==> src/rtl/bmpp_pkg.sv <==
// ----------------------------------------------------------------------------
// bmpp_pkg
// Shared types and constants for the BMP pixel stream parser.
// ----------------------------------------------------------------------------
package bmpp_pkg;

    // Supported image dimension width; larger headers are rejected.
    localparam int DIM_BITS   = 16;
    localparam int ORIGIN_W   = 16;
    localparam int COORD_W    = 17;
    localparam int SUM_W      = 32;

    // Header layout
    localparam int HDR_SKIP1  = 18;
    localparam int HDR_SKIP2  = 28;
    localparam int HDR_W_LO   = HDR_SKIP1;
    localparam int HDR_H_LO   = HDR_SKIP1 + 4;
    localparam int HDR_H_END  = HDR_SKIP1 + 8;
    localparam int HDR_LAST   = HDR_SKIP1 + 8 + HDR_SKIP2 - 1;
    localparam int HCNT_W     = $clog2(HDR_LAST + 1);
    localparam int DIMW_W     = 32;

    // Stream widths
    localparam int S_TDATA_W  = 8;
    localparam int M_TDATA_W  = 64;

    // Configuration port
    localparam int CFG_IDX_W  = 1;
    localparam int CFG_DATA_W = 16;
    localparam logic [CFG_IDX_W-1:0] CFG_ORIGIN_X = 1'd0;
    localparam logic [CFG_IDX_W-1:0] CFG_ORIGIN_Y = 1'd1;

    // Color byte position within a pixel triple
    localparam logic [1:0] CH_BLUE  = 2'd0;
    localparam logic [1:0] CH_GREEN = 2'd1;
    localparam logic [1:0] CH_RED   = 2'd2;

    typedef enum logic [2:0] {
        PH_HEADER,
        PH_PIXEL,
        PH_PAD,
        PH_DONE,
        PH_REJECT
    } t_phase;

    typedef struct packed {
        logic [COORD_W-1:0] pixel_x;
        logic [COORD_W-1:0] pixel_y;
        logic [7:0]         red;
        logic [7:0]         green;
        logic [7:0]         blue;
        logic               last_pixel;
        logic               rejected;
    } t_pix_res;

endpackage

==> src/rtl/bmpp_core.sv <==
// ----------------------------------------------------------------------------
// bmpp_core
// Parser state: header capture, pixel triple assembly, row and padding
// tracking. Produces at most one result per accepted byte, combinationally.
// ----------------------------------------------------------------------------
module bmpp_core (
    input  logic                             i_clk,
    input  logic                             i_rst_n,
    input  logic                             i_valid,
    input  logic [7:0]                       i_byte,
    input  logic                             i_start,
    input  logic [bmpp_pkg::ORIGIN_W-1:0]    i_origin_x,
    input  logic [bmpp_pkg::ORIGIN_W-1:0]    i_origin_y,
    output logic                             o_res_valid,
    output bmpp_pkg::t_pix_res               o_res
);
    import bmpp_pkg::*;

    t_phase              r_phase, n_phase, cur_phase;
    logic [HCNT_W-1:0]   r_cnt, n_cnt, cur_cnt;
    logic [DIMW_W-1:0]   r_w, n_w, cur_w;
    logic [DIMW_W-1:0]   r_h, n_h, cur_h;
    logic [DIM_BITS-1:0] r_col, n_col;
    logic [DIM_BITS-1:0] r_row, n_row;
    logic [1:0]          r_ch, n_ch;
    logic [1:0]          r_pad, n_pad;
    logic [7:0]          r_blue, n_blue;
    logic [7:0]          r_green, n_green;

    logic [DIM_BITS:0]   col_inc;
    logic                row_end;
    logic                over;
    logic                empty;
    logic                hdr_last;
    logic [1:0]          lane;

    // file_start restarts parsing with this byte as header byte 0
    assign cur_phase = i_start ? PH_HEADER : r_phase;
    assign cur_cnt   = i_start ? '0 : r_cnt;
    assign cur_w     = i_start ? '0 : r_w;
    assign cur_h     = i_start ? '0 : r_h;

    assign col_inc  = {1'b0, r_col} + (DIM_BITS+1)'(1);
    assign row_end  = col_inc >= {1'b0, r_w[DIM_BITS-1:0]};
    assign over     = (r_w[DIMW_W-1:DIM_BITS] != '0) || (r_h[DIMW_W-1:DIM_BITS] != '0);
    assign empty    = (r_w[DIM_BITS-1:0] == '0) || (r_h[DIM_BITS-1:0] == '0);
    assign hdr_last = cur_cnt == HCNT_W'(HDR_LAST);
    assign lane     = 2'(cur_cnt - HCNT_W'(HDR_W_LO));

    // next state
    always_comb begin
        n_phase = r_phase;
        n_cnt   = r_cnt;
        n_w     = r_w;
        n_h     = r_h;
        n_col   = r_col;
        n_row   = r_row;
        n_ch    = r_ch;
        n_pad   = r_pad;
        n_blue  = r_blue;
        n_green = r_green;
        if (i_valid) begin
            n_phase = cur_phase;
            n_cnt   = cur_cnt;
            n_w     = cur_w;
            n_h     = cur_h;
            unique case (cur_phase)
                PH_HEADER: begin
                    if (cur_cnt >= HCNT_W'(HDR_W_LO) && cur_cnt < HCNT_W'(HDR_H_LO)) begin
                        n_w[8*lane +: 8] = i_byte;
                    end else if (cur_cnt >= HCNT_W'(HDR_H_LO)
                                 && cur_cnt < HCNT_W'(HDR_H_END)) begin
                        n_h[8*lane +: 8] = i_byte;
                    end
                    if (!hdr_last) begin
                        n_cnt = cur_cnt + HCNT_W'(1);
                    end else if (over) begin
                        n_phase = PH_REJECT;
                    end else if (empty) begin
                        n_phase = PH_DONE;
                    end else begin
                        n_row   = r_h[DIM_BITS-1:0] - DIM_BITS'(1);
                        n_col   = '0;
                        n_ch    = CH_BLUE;
                        n_phase = PH_PIXEL;
                    end
                end
                PH_PIXEL: begin
                    case (r_ch)
                        CH_BLUE: begin
                            n_blue = i_byte;
                            n_ch   = CH_GREEN;
                        end
                        CH_GREEN: begin
                            n_green = i_byte;
                            n_ch    = CH_RED;
                        end
                        default: begin
                            n_ch = CH_BLUE;
                            if (!row_end) begin
                                n_col = col_inc[DIM_BITS-1:0];
                            end else if (r_row == '0) begin
                                n_phase = PH_DONE;
                            end else begin
                                n_col = '0;
                                n_row = r_row - DIM_BITS'(1);
                                // row padding equals width mod 4
                                n_pad = r_w[1:0];
                                if (r_w[1:0] != 2'd0) begin
                                    n_phase = PH_PAD;
                                end
                            end
                        end
                    endcase
                end
                PH_PAD: begin
                    if (r_pad != 2'd0) begin
                        n_pad = r_pad - 2'd1;
                    end
                    if (r_pad <= 2'd1) begin
                        n_phase = PH_PIXEL;
                    end
                end
                default: begin
                end
            endcase
        end
    end

    // outputs
    always_comb begin
        o_res_valid = 1'b0;
        o_res       = '0;
        if (i_valid) begin
            if (cur_phase == PH_HEADER && hdr_last && over) begin
                o_res_valid    = 1'b1;
                o_res.rejected = 1'b1;
            end else if (cur_phase == PH_PIXEL && r_ch != CH_BLUE && r_ch != CH_GREEN) begin
                o_res_valid      = 1'b1;
                o_res.pixel_x    = COORD_W'(SUM_W'(i_origin_x) + SUM_W'(r_col));
                o_res.pixel_y    = COORD_W'(SUM_W'(i_origin_y) + SUM_W'(r_row));
                o_res.red        = i_byte;
                o_res.green      = r_green;
                o_res.blue       = r_blue;
                o_res.last_pixel = row_end && (r_row == '0);
            end
        end
    end

    always_ff @(posedge i_clk) begin
        if (!i_rst_n) begin
            r_phase <= PH_HEADER;
            r_cnt   <= '0;
            r_w     <= '0;
            r_h     <= '0;
            r_col   <= '0;
            r_row   <= '0;
            r_ch    <= CH_BLUE;
            r_pad   <= '0;
        end else begin
            r_phase <= n_phase;
            r_cnt   <= n_cnt;
            r_w     <= n_w;
            r_h     <= n_h;
            r_col   <= n_col;
            r_row   <= n_row;
            r_ch    <= n_ch;
            r_pad   <= n_pad;
        end
    end

    always_ff @(posedge i_clk) begin
        r_blue  <= n_blue;
        r_green <= n_green;
    end

endmodule

==> src/rtl/bmp_pixel_stream_parser.sv <==
// ----------------------------------------------------------------------------
// bmp_pixel_stream_parser
// Parses a 24-bit BMP byte stream into screen points with their color.
// ----------------------------------------------------------------------------
// Takes one file byte per cycle with no gaps required; every byte updates
// only counters and small registers, so the sustained rate is one byte per
// clock while downstream accepts. Each red byte yields a point word the
// cycle after it is accepted, held in an output register. Raise tuser on
// the first byte of each file to restart the parser. Headers 2^16 or more
// wide or tall (top-down negative heights included) give a single word
// with tuser set, then bytes are dropped until the next file start. Write
// origin_x / origin_y only while the stream is idle.
module bmp_pixel_stream_parser (
    input  logic                                i_clk,
    input  logic                                i_rst_n,
    // slave stream
    input  logic                                s_axis_tvalid,
    output logic                                s_axis_tready,
    input  logic [bmpp_pkg::S_TDATA_W-1:0]      s_axis_tdata,  // [7:0] data_byte
    input  logic [0:0]                          s_axis_tuser,  // [0] file_start
    // master stream
    output logic                                m_axis_tvalid,
    input  logic                                m_axis_tready,
    // [16:0] pixel_x, [33:17] pixel_y, [41:34] red, [49:42] green,
    // [57:50] blue, [63:58] zero
    output logic [bmpp_pkg::M_TDATA_W-1:0]      m_axis_tdata,
    output logic                                m_axis_tlast,  // last_pixel
    output logic [0:0]                          m_axis_tuser,  // [0] rejected
    // configuration writes
    input  logic                                i_cfg_valid,
    output logic                                o_cfg_ready,
    input  logic [bmpp_pkg::CFG_IDX_W-1:0]      i_cfg_index,
    input  logic [bmpp_pkg::CFG_DATA_W-1:0]     i_cfg_data
);
    import bmpp_pkg::*;

    logic [ORIGIN_W-1:0] r_origin_x;
    logic [ORIGIN_W-1:0] r_origin_y;
    logic                r_out_valid;
    t_pix_res            r_out;
    logic                in_acc;
    logic                res_valid;
    t_pix_res            res;

    assign s_axis_tready = !r_out_valid || m_axis_tready;
    assign in_acc        = s_axis_tvalid && s_axis_tready;
    assign o_cfg_ready   = 1'b1;

    bmpp_core u_core (
        .i_clk       (i_clk),
        .i_rst_n     (i_rst_n),
        .i_valid     (in_acc),
        .i_byte      (s_axis_tdata[7:0]),
        .i_start     (s_axis_tuser[0]),
        .i_origin_x  (r_origin_x),
        .i_origin_y  (r_origin_y),
        .o_res_valid (res_valid),
        .o_res       (res)
    );

    always_ff @(posedge i_clk) begin
        if (!i_rst_n) begin
            r_origin_x <= '0;
            r_origin_y <= '0;
        end else if (i_cfg_valid) begin
            unique case (i_cfg_index)
                CFG_ORIGIN_X: r_origin_x <= ORIGIN_W'(i_cfg_data);
                CFG_ORIGIN_Y: r_origin_y <= ORIGIN_W'(i_cfg_data);
                default: begin
                end
            endcase
        end
    end

    // output register: load on every accepted byte, drop once taken
    always_ff @(posedge i_clk) begin
        if (!i_rst_n) begin
            r_out_valid <= 1'b0;
        end else if (in_acc) begin
            r_out_valid <= res_valid;
        end else if (m_axis_tready) begin
            r_out_valid <= 1'b0;
        end
    end

    always_ff @(posedge i_clk) begin
        if (in_acc) begin
            r_out <= res;
        end
    end

    assign m_axis_tvalid = r_out_valid;
    assign m_axis_tdata  = {(M_TDATA_W - 2*COORD_W - 24)'(0), r_out.blue, r_out.green,
                            r_out.red, r_out.pixel_y, r_out.pixel_x};
    assign m_axis_tlast  = r_out.last_pixel;
    assign m_axis_tuser  = r_out.rejected;

endmodule
==> config.mk <==
export PLATFORM = sky130hd
export DESIGN_NAME = bmp_pixel_stream_parser
export DESIGN_NICKNAME = d
export VERILOG_FILES = /design/src/rtl/bmpp_pkg.sv /design/src/rtl/bmpp_core.sv /design/src/rtl/bmp_pixel_stream_parser.sv
export SDC_FILE = /design/constraint.sdc
export NUM_CORES = 1
export LEC_CHECK = 0
export BUFFER_PORTS_ARGS = -buffer_cell sky130_fd_sc_hd__buf_4
export CORE_MARGIN = 2
export CORE_UTILIZATION = 57
export DETAILED_ROUTE_END_ITERATION = 8
export PLACE_DENSITY = 0.85
export SLEW_MARGIN = 20
export SYNTH_ARGS = -nofsm -noshare
export SYNTH_HDL_FRONTEND = slang
export SYNTH_SLANG_ARGS = --single-unit
export TNS_END_PERCENT = 1
==> constraint.sdc <==
create_clock -name i_clk -period 9.65 [get_ports i_clk]
set_clock_uncertainty 0.2 [all_clocks]
set_input_delay 1.93 -clock i_clk [delete_from_list [all_inputs] [get_ports i_clk]]
set_output_delay 1.93 -clock i_clk [all_outputs]
set_load 0.02 [all_outputs]
After elaboration in Yosys (flattened, before gate mapping)

Index checks and enable logic that the tools add are counted.
Widths: inputs -> output; s select.

Flip-flop bits (word level): 218
Bits of input ports: 31
Output and inout bits: 69
Word-level logic and storage cells: 138

Add/sub/neg operators: 9
Order comparisons: 6
Eq/ne operators: 13
Shifts and indexed selects: 2
Mux-type cells: 51
Bitwise gates (word level): 2
Reductions and logical operators: 35

Operators by type and width:

| kind                    | number |
|---|---|
| $mux 32                 | 7 |
| $mux 16                 | 12 |
| $bwmux 32               | 2 |
| $pmux 16 s2             | 2 |
| $logic_not 16->1        | 3 |
| $add 16x16->17          | 2 |
| $neg 5->34              | 1 |
| $shift 8x34->32 const A | 1 |
| $shiftx 8x34->32        | 1 |
| $reduce_bool 16->1      | 2 |
| $sub 16x1->16 const B   | 2 |
| $mux 3                  | 8 |
| $mux 6                  | 3 |
| $add 16x1->17 const B   | 1 |
| $ge 17x16->1            | 1 |
| $mux 2                  | 8 |
| $ge 6x5->1 const B      | 2 |
| $lt 6x5->1 const B      | 2 |
| $pmux 2 s2              | 3 |
| $reduce_bool 2->1       | 6 |
| $pmux 3 s3              | 1 |
| $logic_and 1x1->1       | 8 |
| $ne 2x1->1 const B      | 4 |
| $ne 2x2->1 const B      | 4 |
| other kinds (22)        | 32 |

Depth between registers and ports, before layout

Gate-level depths: netlist (run 1).

Depth in word-level cells: 8
Gate-level depth with buffers: 17
Depth with buffers taken out: 15

Modules after synthesis

A second synthesis (run 1) with hierarchy kept.

Cells, all modules: 1213
Area, all modules: 11332.1 µm²

By module, submodules not included:

| module                  | instances | cells each | area an instance (µm²) | sequential area each (µm²) |
|---|---|---|---|---|
| bmpp_core               | 1         | 1015       | 8189.1                 | 2662.6 |
| bmp_pixel_stream_parser | 1         | 198        | 3143.0                 | 2462.4 |

Least setup slack after synthesis (run 1)

No wires, ideal clock.

Kind: in2reg
From: input m_axis_tready
To: register u_core.r_h[24]
Setup time: 0.128 ns
Arrival time: 5.590 ns
Required time: 9.322 ns
Path slack: 3.732 ns
Cell stages on the path: 8
Buffers on the path: 2
Path through: nand2b_1 -> nand2_1 -> inv_1 -> clkbuf_1 -> clkbuf_1 -> o21ai_1 -> a22oi_1 -> nor2_1

Longest elaborated chain between the ends: 2

Ends and longest elaborated chain:

| what                   | RTL line                      | source |
|---|---|---|
| start: declaration     | bmp_pixel_stream_parser.sv:23 | `input logic m_axis_tready,` |
| $logic_or 1x1->1       | bmp_pixel_stream_parser.sv:45 | `assign s_axis_tready = !r_out_valid \|\| m_axis_tready;` |
| $logic_and 1x1->1      | bmp_pixel_stream_parser.sv:46 | `assign in_acc = s_axis_tvalid && s_axis_tready;` |
| via in_acc             | bmp_pixel_stream_parser.sv:41 | `logic in_acc;` |
| end signal: assignment | bmpp_core.sv:164              | `r_h <= n_h;` |
| end: declaration       | bmpp_core.sv:22               | `logic [DIMW_W-1:0] r_h, n_h, cur_h;` |

The timed path passes the listed nets, and every way through them passes these cells.
A chain may end at the register's enable or synchronous reset.

Worst setup path after layout (run 1)

From: input m_axis_tready
To: register u_core.r_row[1]

Longest elaborated chain between the ends: 3

Ends and longest elaborated chain:

| what                              | RTL line                      | source |
|---|---|---|
| $logic_or 1x1->1                  | bmp_pixel_stream_parser.sv:45 |  |
| $logic_and 1x1->1                 | bmp_pixel_stream_parser.sv:46 |  |
| $reduce_and 8->1 (no source line) | n/a                           |  |
| end signal: assignment            | bmpp_core.sv:166              | `r_row <= n_row;` |
| end: declaration                  | bmpp_core.sv:24               | `logic [DIM_BITS-1:0] r_row, n_row;` |

No other way between the ends.

==> results of run 1 <==
==> state kept, by name, summed over array words and instances (netlist names), 2 cells and up <==
signal and count:
u_core.r_cnt 6, u_core.r_col 16, u_core.r_w 32, r_origin_x 16, u_core.r_green 8, r_origin_y 16
u_core.r_pad 2, u_core.r_row 16, m_axis_tdata 58, u_core.r_ch 2, u_core.r_h 32, u_core.r_phase 3
u_core.r_blue 8
==> layout by cell type (no fill, tap or decap), drive strengths merged, types with 25 or more instances in the layout <==
cell type / count
a22oi: 67
ha: 56
nand2: 143
inv: 35
nor4: 25
dfxtp: 142
buf: 100
edfxtp: 76
and3: 39
a21oi: 78
clkbuf: 32
nor2: 149
xnor2: 27
o21ai: 48
nor3: 44
==> report_power, final <==
| group | leakage (µW) | switching [µW] | internal (µW) |
|---|---|---|---|
| clock network | 0.000337 | 368 | 462 |
| logic | 0.00277 | 78.5 | 36.7 |
| registers | 0.00191 | 8.47 | 965 |
| total | 0.00502 | 455 | 1460 |
==> cell type report <==
| class | instances | area (µm²) |
|---|---|---|
| well taps | 265 | 332 |
| flip-flops and latches | 218 | 5120 |
| fillers | 1561 | 6690 |
| multi-input cells | 909 | 5650 |
| clock buffers | 32 | 631 |
| inverters | 37 | 141 |
| clock inverters | 12 | 78.8 |
| repair buffers | 100 | 751 |
==> worst paths after layout <==
check	start	slack, ns	to
max	m_axis_tready	4.32	u_core.r_row[1]
max reg2reg	u_core.r_col[2]	4.86	u_core.r_row[13]
min reg2reg	r_origin_x[12]	0.26	r_origin_x[12]
min	r_origin_x[12]	0.26	r_origin_x[12]
==> critical path, delay by kind of cell <==
family | cells | cell delay (ns)
compound gates | 3 | 1.45
buf+inv | 3 | 1.38
simple gates | 4 | 0.78
==> per-layer routing <==
layer / part of all wire, % / vias to the layer above / GRT usage, %
met1: 43 / 4577 / 34.9
li1: - / 4603 / -
met2: 47 / 372 / 44.8
met3: 7.3 / 55 / 4.67
met4: 3.1 / 0 / 9.81
met5: 0 / - / 0
==> stage by stage <==
step,util [%],instances
after global routing,65.5,1573
final,65.5,1573
after global placement,61.8,1529
after floorplan,-,1238
after CTS,65.5,1573
after detailed placement,61.8,1529
==> kinds of logic after synthesis <==
family | after synthesis
and+or+nand+nor | 484
AOI/OAI and AO/OA | 313
DFF | 218
buffers and inverters | 111
adders and majority gates | 58
xor gates and xnor gates | 42
muxes | 5
other | 2
==> qor.yml, run 1 <==
ios: 100
clock_latency_ns: 0.53
rsz0062_at_grt: "no"
pwr_density_cell_nw_per_um2: 151
post-synth-top-count-cell: "nor2_1"
synthCells: 1233
antenna_found_initial: 0
timing.hold.ws_ns: 0.263
leakagePower_uw: 0.00502
path_clk_slew_ns: 0.06
core_um2: 19400
setup_viol: 0
synth-async-reset-ratio_pct: 0
cts_tree: "yes"
drive_above_1_share_pct: 12.4
syn_area_um2: 11200
area_delta_synth_final_pct: 13.1
yosysTopAreaCellShare_pct: 25.3
cts_hold_buffers: 0
synth_compound_area_share_pct: 19.1
reg2reg_depth: 16
synth_cell_types: 83
vias: 9607
yosysWarnings: 0
gp_congestion: 0.927
synth-seq-cells: 218
synth_commonest_cells: "149 x nor2_1, 143 x nand2_1, 142 x dfxtp_1, 77 x a21oi_1, 76 x edfxtp_1"
hp-class: "reg -> reg"
detail-route-antenna-nets: 0
power_uw: 1920
tightest_slew_ns: 0.993
synthXorXnorAreaFrac_pct: 3.27
irDropWorstVdd_v: 0.000158
pre_cts_ws_ns: 3.85
cts_num_sinks: 218
critical_path_class: "in -> reg"
grt_overflow: 0
worstPathMaxFanout: 43
die_area_um2: 20900
die_y_um: 144
final_hold_viol_count: 0
fin_crit_sh_pct: 55.2
outcome: "complete, no violations"
slew_headroom_pct: 33.7
htree_levels: 1
fin_area_um2: 12700
placed_area_um2: 12000
vias_per_cell: 6.11
dr.pass1.iters: 5
n_antenna_cell: 0
grt_first_pass_wirelength_um: 44900
cts_buffers: 24
grt_max_degree: 66
crit_path_end_kind: "register"
synth_top_area_cell: "dfxtp_1"
yosys.area_share.simple_pct: 20.5
ys.flop_type: "dfxtp_1"
clockBufferDepth: 3
whs_path_depth: 2
detail_route.wl_per_cell_um: 18.0
timing.fmax_mhz: 188
placementRows: 51
yosys-top-cells-area: "dfxtp_1 25%, edfxtp_1 20%, ha_1 6.2%, nor2_1 5.0%, nand2_1 4.8%"
avgSynthCellArea_um2: 9.11
synth-seq-area-share_pct: 45.6
synthAdderAreaFrac_pct: 6.59
dr.first_iter.drc_count: 887
dp_hpwl_um: 19200
maxCapViolCount: 0
cp_slowest_stage_delay_ns: 0.76
critPathSlowestCell: "clkinv_2"
synth_top_family_by_area: "simple AND/OR/NAND/NOR gates"
setup_ws_ns: 4.32
numPortBuffers: 92
grt_pass1_vias: 8880
track_usage_pct: 26.8
final_nets: 1379
min_period_ns: 5.33
startpoint_type: "input pin"
synth-edff-count: 76
maxSlewViolCount: 0
post-cts-setup-buffer-count: 0
clockRootBuffer: "clkbuf_16"
arrival_ns: 5.55
tns_ns: 0
die_x_um: 144
synthMuxAreaShare_pct: 0.557
start_util_pct: 57.9
crit_chain: "buf_4 > nand2b_1 > nand2_1 > clkinv_2 > buf_4 > o2111a_1 > nand2_1 > o22ai_1 > nor2_1 > a211oi_1"
drc: 0
drt-total-wl_um: 28200
post_cts_resized: 0
cp_data_required_time_ns: 9.87
Power figures use the tool's default switching activity.
==> inputs of run 2 (changes only) <==
==> constraint.sdc (replaced) <==
create_clock -name i_clk -period 5.4 [get_ports i_clk]
set_clock_uncertainty 0.2 [all_clocks]
set_input_delay 1.08 -clock i_clk [delete_from_list [all_inputs] [get_ports i_clk]]
set_output_delay 1.08 -clock i_clk [all_outputs]
set_load 0.02 [all_outputs]
==> qor.yml, run 2 (synthesis results as in run 1) <==
ios: 100
p_int_uw: 2900
min_period_ns: 4.69
post_cts_resized: 0
fin_crit_sh_pct: 86.8
htree_levels: 1
antenna_found_initial: 0
crit_path_end_kind: "register"
core_um2: 19400
drt-total-wl_um: 28400
rrSetupSlack_ns: 0.71
p_clk_share_pct: 47.5
critPathSlowestCell: "nor3_1"
whs_path_depth: 2
die_area_um2: 20900
vias: 9685
final-seq-area_um2: 5130
grt_overflow: 0
multi_input_comb_area_um2: 5650
die_y_um: 144
r2r-start: "u_core.r_col[2]"
tightest_slew_ns: 1.04
dp_hpwl_um: 19100
vias_per_cell: 6.15
cp_slowest_stage_delay_ns: 0.51
irDropWorstVdd_v: 0.000256
placementRows: 51
place_inst: 1533
fillerInstances: 1509
cts_num_sinks: 218
mostFrequentLayoutCells: "149 x nor2_1, 143 x nand2_1, 141 x dfxtp_1"
gp_congestion: 0.938
area_delta_synth_final_pct: 14.7
holdPathEnd: "r_origin_y[12]"
maxSlewViolCount: 0
grt_max_degree: 78
dr.pass1.iters: 6
r2r-end: "u_core.r_row[4]"
clockBufferDepth: 3
clock_latency_ns: 0.52
maxCapViolCount: 0
dr.first_iter.drc_count: 1022
p_seq_share_pct: 46.9
hold_start: "r_origin_y[12]"
drc: 0
start_util_pct: 57.9
n_antenna_cell: 0
detail-route-antenna-nets: 0
power_uw: 3710
cts_tree: "yes"
slew_headroom_pct: 30.2
tns_ns: 0
leakagePower_uw: 0.00512
path_clk_slew_ns: 0.06
cts_hold_buffers: 0
fin_cells: 1576
track_usage_pct: 26.9
numPortBuffers: 92
die_x_um: 144
timing.fmax_mhz: 213
setup_viol: 0
cts_buffers: 24
final_hold_viol_count: 0
detail_route.wl_per_cell_um: 18.0
combPwrFrac_pct: 5.6
outcome: "complete, no violations"
netSwitchingFraction_pct: 21.8
placed_area_um2: 12000
pwr_density_cell_nw_per_um2: 288
utilization_pct: 66.4
arrival_ns: 4.90
fin_area_um2: 12900
cp_data_required_time_ns: 5.62
rsz0062_at_grt: "no"
grt_pass1_vias: 8958
crit_chain: "nand3_1 > nor3_1 > and3_1 > and3_1 > and3_1 > xor2_1 > ha_1 > nand2_1 > nor3_1 > o21ai_1 > a41oi_1 > o21ai_1 > buf_4 > nor3_1 > buf_4 > a32oi_1 > o211a_1"
worstPathMaxFanout: 12
hp-class: "reg -> reg"
crit_buf_inv: 2
crit_family: "simple AND/OR/NAND/NOR gates"
clockRootBuffer: "clkbuf_16"
grt_first_pass_wirelength_um: 44800
post-cts-setup-buffer-count: 0
drive_above_1_share_pct: 13.0
reg2reg_depth: 17
startpoint_type: "register"
power.net_switching_uw: 807
final_nets: 1383
mostFrequentLayoutCell: "nor2_1"
largest_reg_flops: 58
critical_path_class: "reg -> reg"
==> run 2: worst max path at each step <==
| stage | startpoint | to | slack [ns] | cells after the start |
|---|---|---|---|---|
| final | u_core.r_col[2] | u_core.r_row[4] | 0.71 | 17 |
| after global routing | u_core.r_col[2] | u_core.r_col[8] | 0.38 | 15 |
| after CTS | u_core.r_col[2] | u_core.r_row[4] | 0.77 | 17 |
| after detailed placement | u_core.r_col[2] | u_core.r_row[4] | 0.96 | 17 |
| after global placement | u_core.r_col[2] | u_core.r_row[4] | 1.12 | 17 |
| after floorplan | m_axis_tready | u_core.r_h[24] | 0.33 | 8 |
==> run 2: per-layer routing <==
metal / track usage, % / vias to the layer above / wire, µm
met4: 10.9 / 0 / 1010
li1: - / 4615 / -
met1: 35.2 / 4505 / 11800
met5: 0 / - / 0
met3: 4.50 / 79 / 2420
met2: 44.4 / 486 / 13200
==> run 2: final cells by class <==
cell class / instances / area share (%)
clock buffers: 30 / 5.16
inverters: 37 / 1.10
repair buffers: 104 / 6.06
flip-flops and latches: 218 / 39.8
well taps: 265 / 2.57
multi-input cells: 909 / 43.8
clock inverters: 13 / 1.50
==> run 2: through the flow <==
step	hold slack [ns]	setup WS (ns)
2_1_floorplan	0.235	0.332
3_3_place_gp	0.246	1.12
3_5_place_dp	0.254	0.961
4_1_cts	0.262	0.771
5_1_grt	0.284	0.375
6_report	0.261	0.714
==> run 2: power by group through the flow <==
stage          Combinational, µW  Sequential [µW]  Clock (µW)
3_5_place_dp                 205             1770           0
3_3_place_gp                 202             1770           0
5_1_grt                      225             1740        1830
2_1_floorplan                108             1790           0
6_report                     208             1740        1760
4_1_cts                      207             1740        1770
==> run 2: worst register-to-register path, cell delays in order, from the launching register on <==
cell,delay (ns)
dfxtp_1,0.47
nand3_1,0.24
nor3_1,0.51
and3_1,0.36
and3_1,0.21
and3_1,0.22
xor2_1,0.10
ha_1,0.30
nand2_1,0.08
nor3_1,0.18
o21ai_1,0.09
a41oi_1,0.32
o21ai_1,0.10
buf_4,0.21
nor3_1,0.36
buf_4,0.29
a32oi_1,0.13
o211a_1,0.23
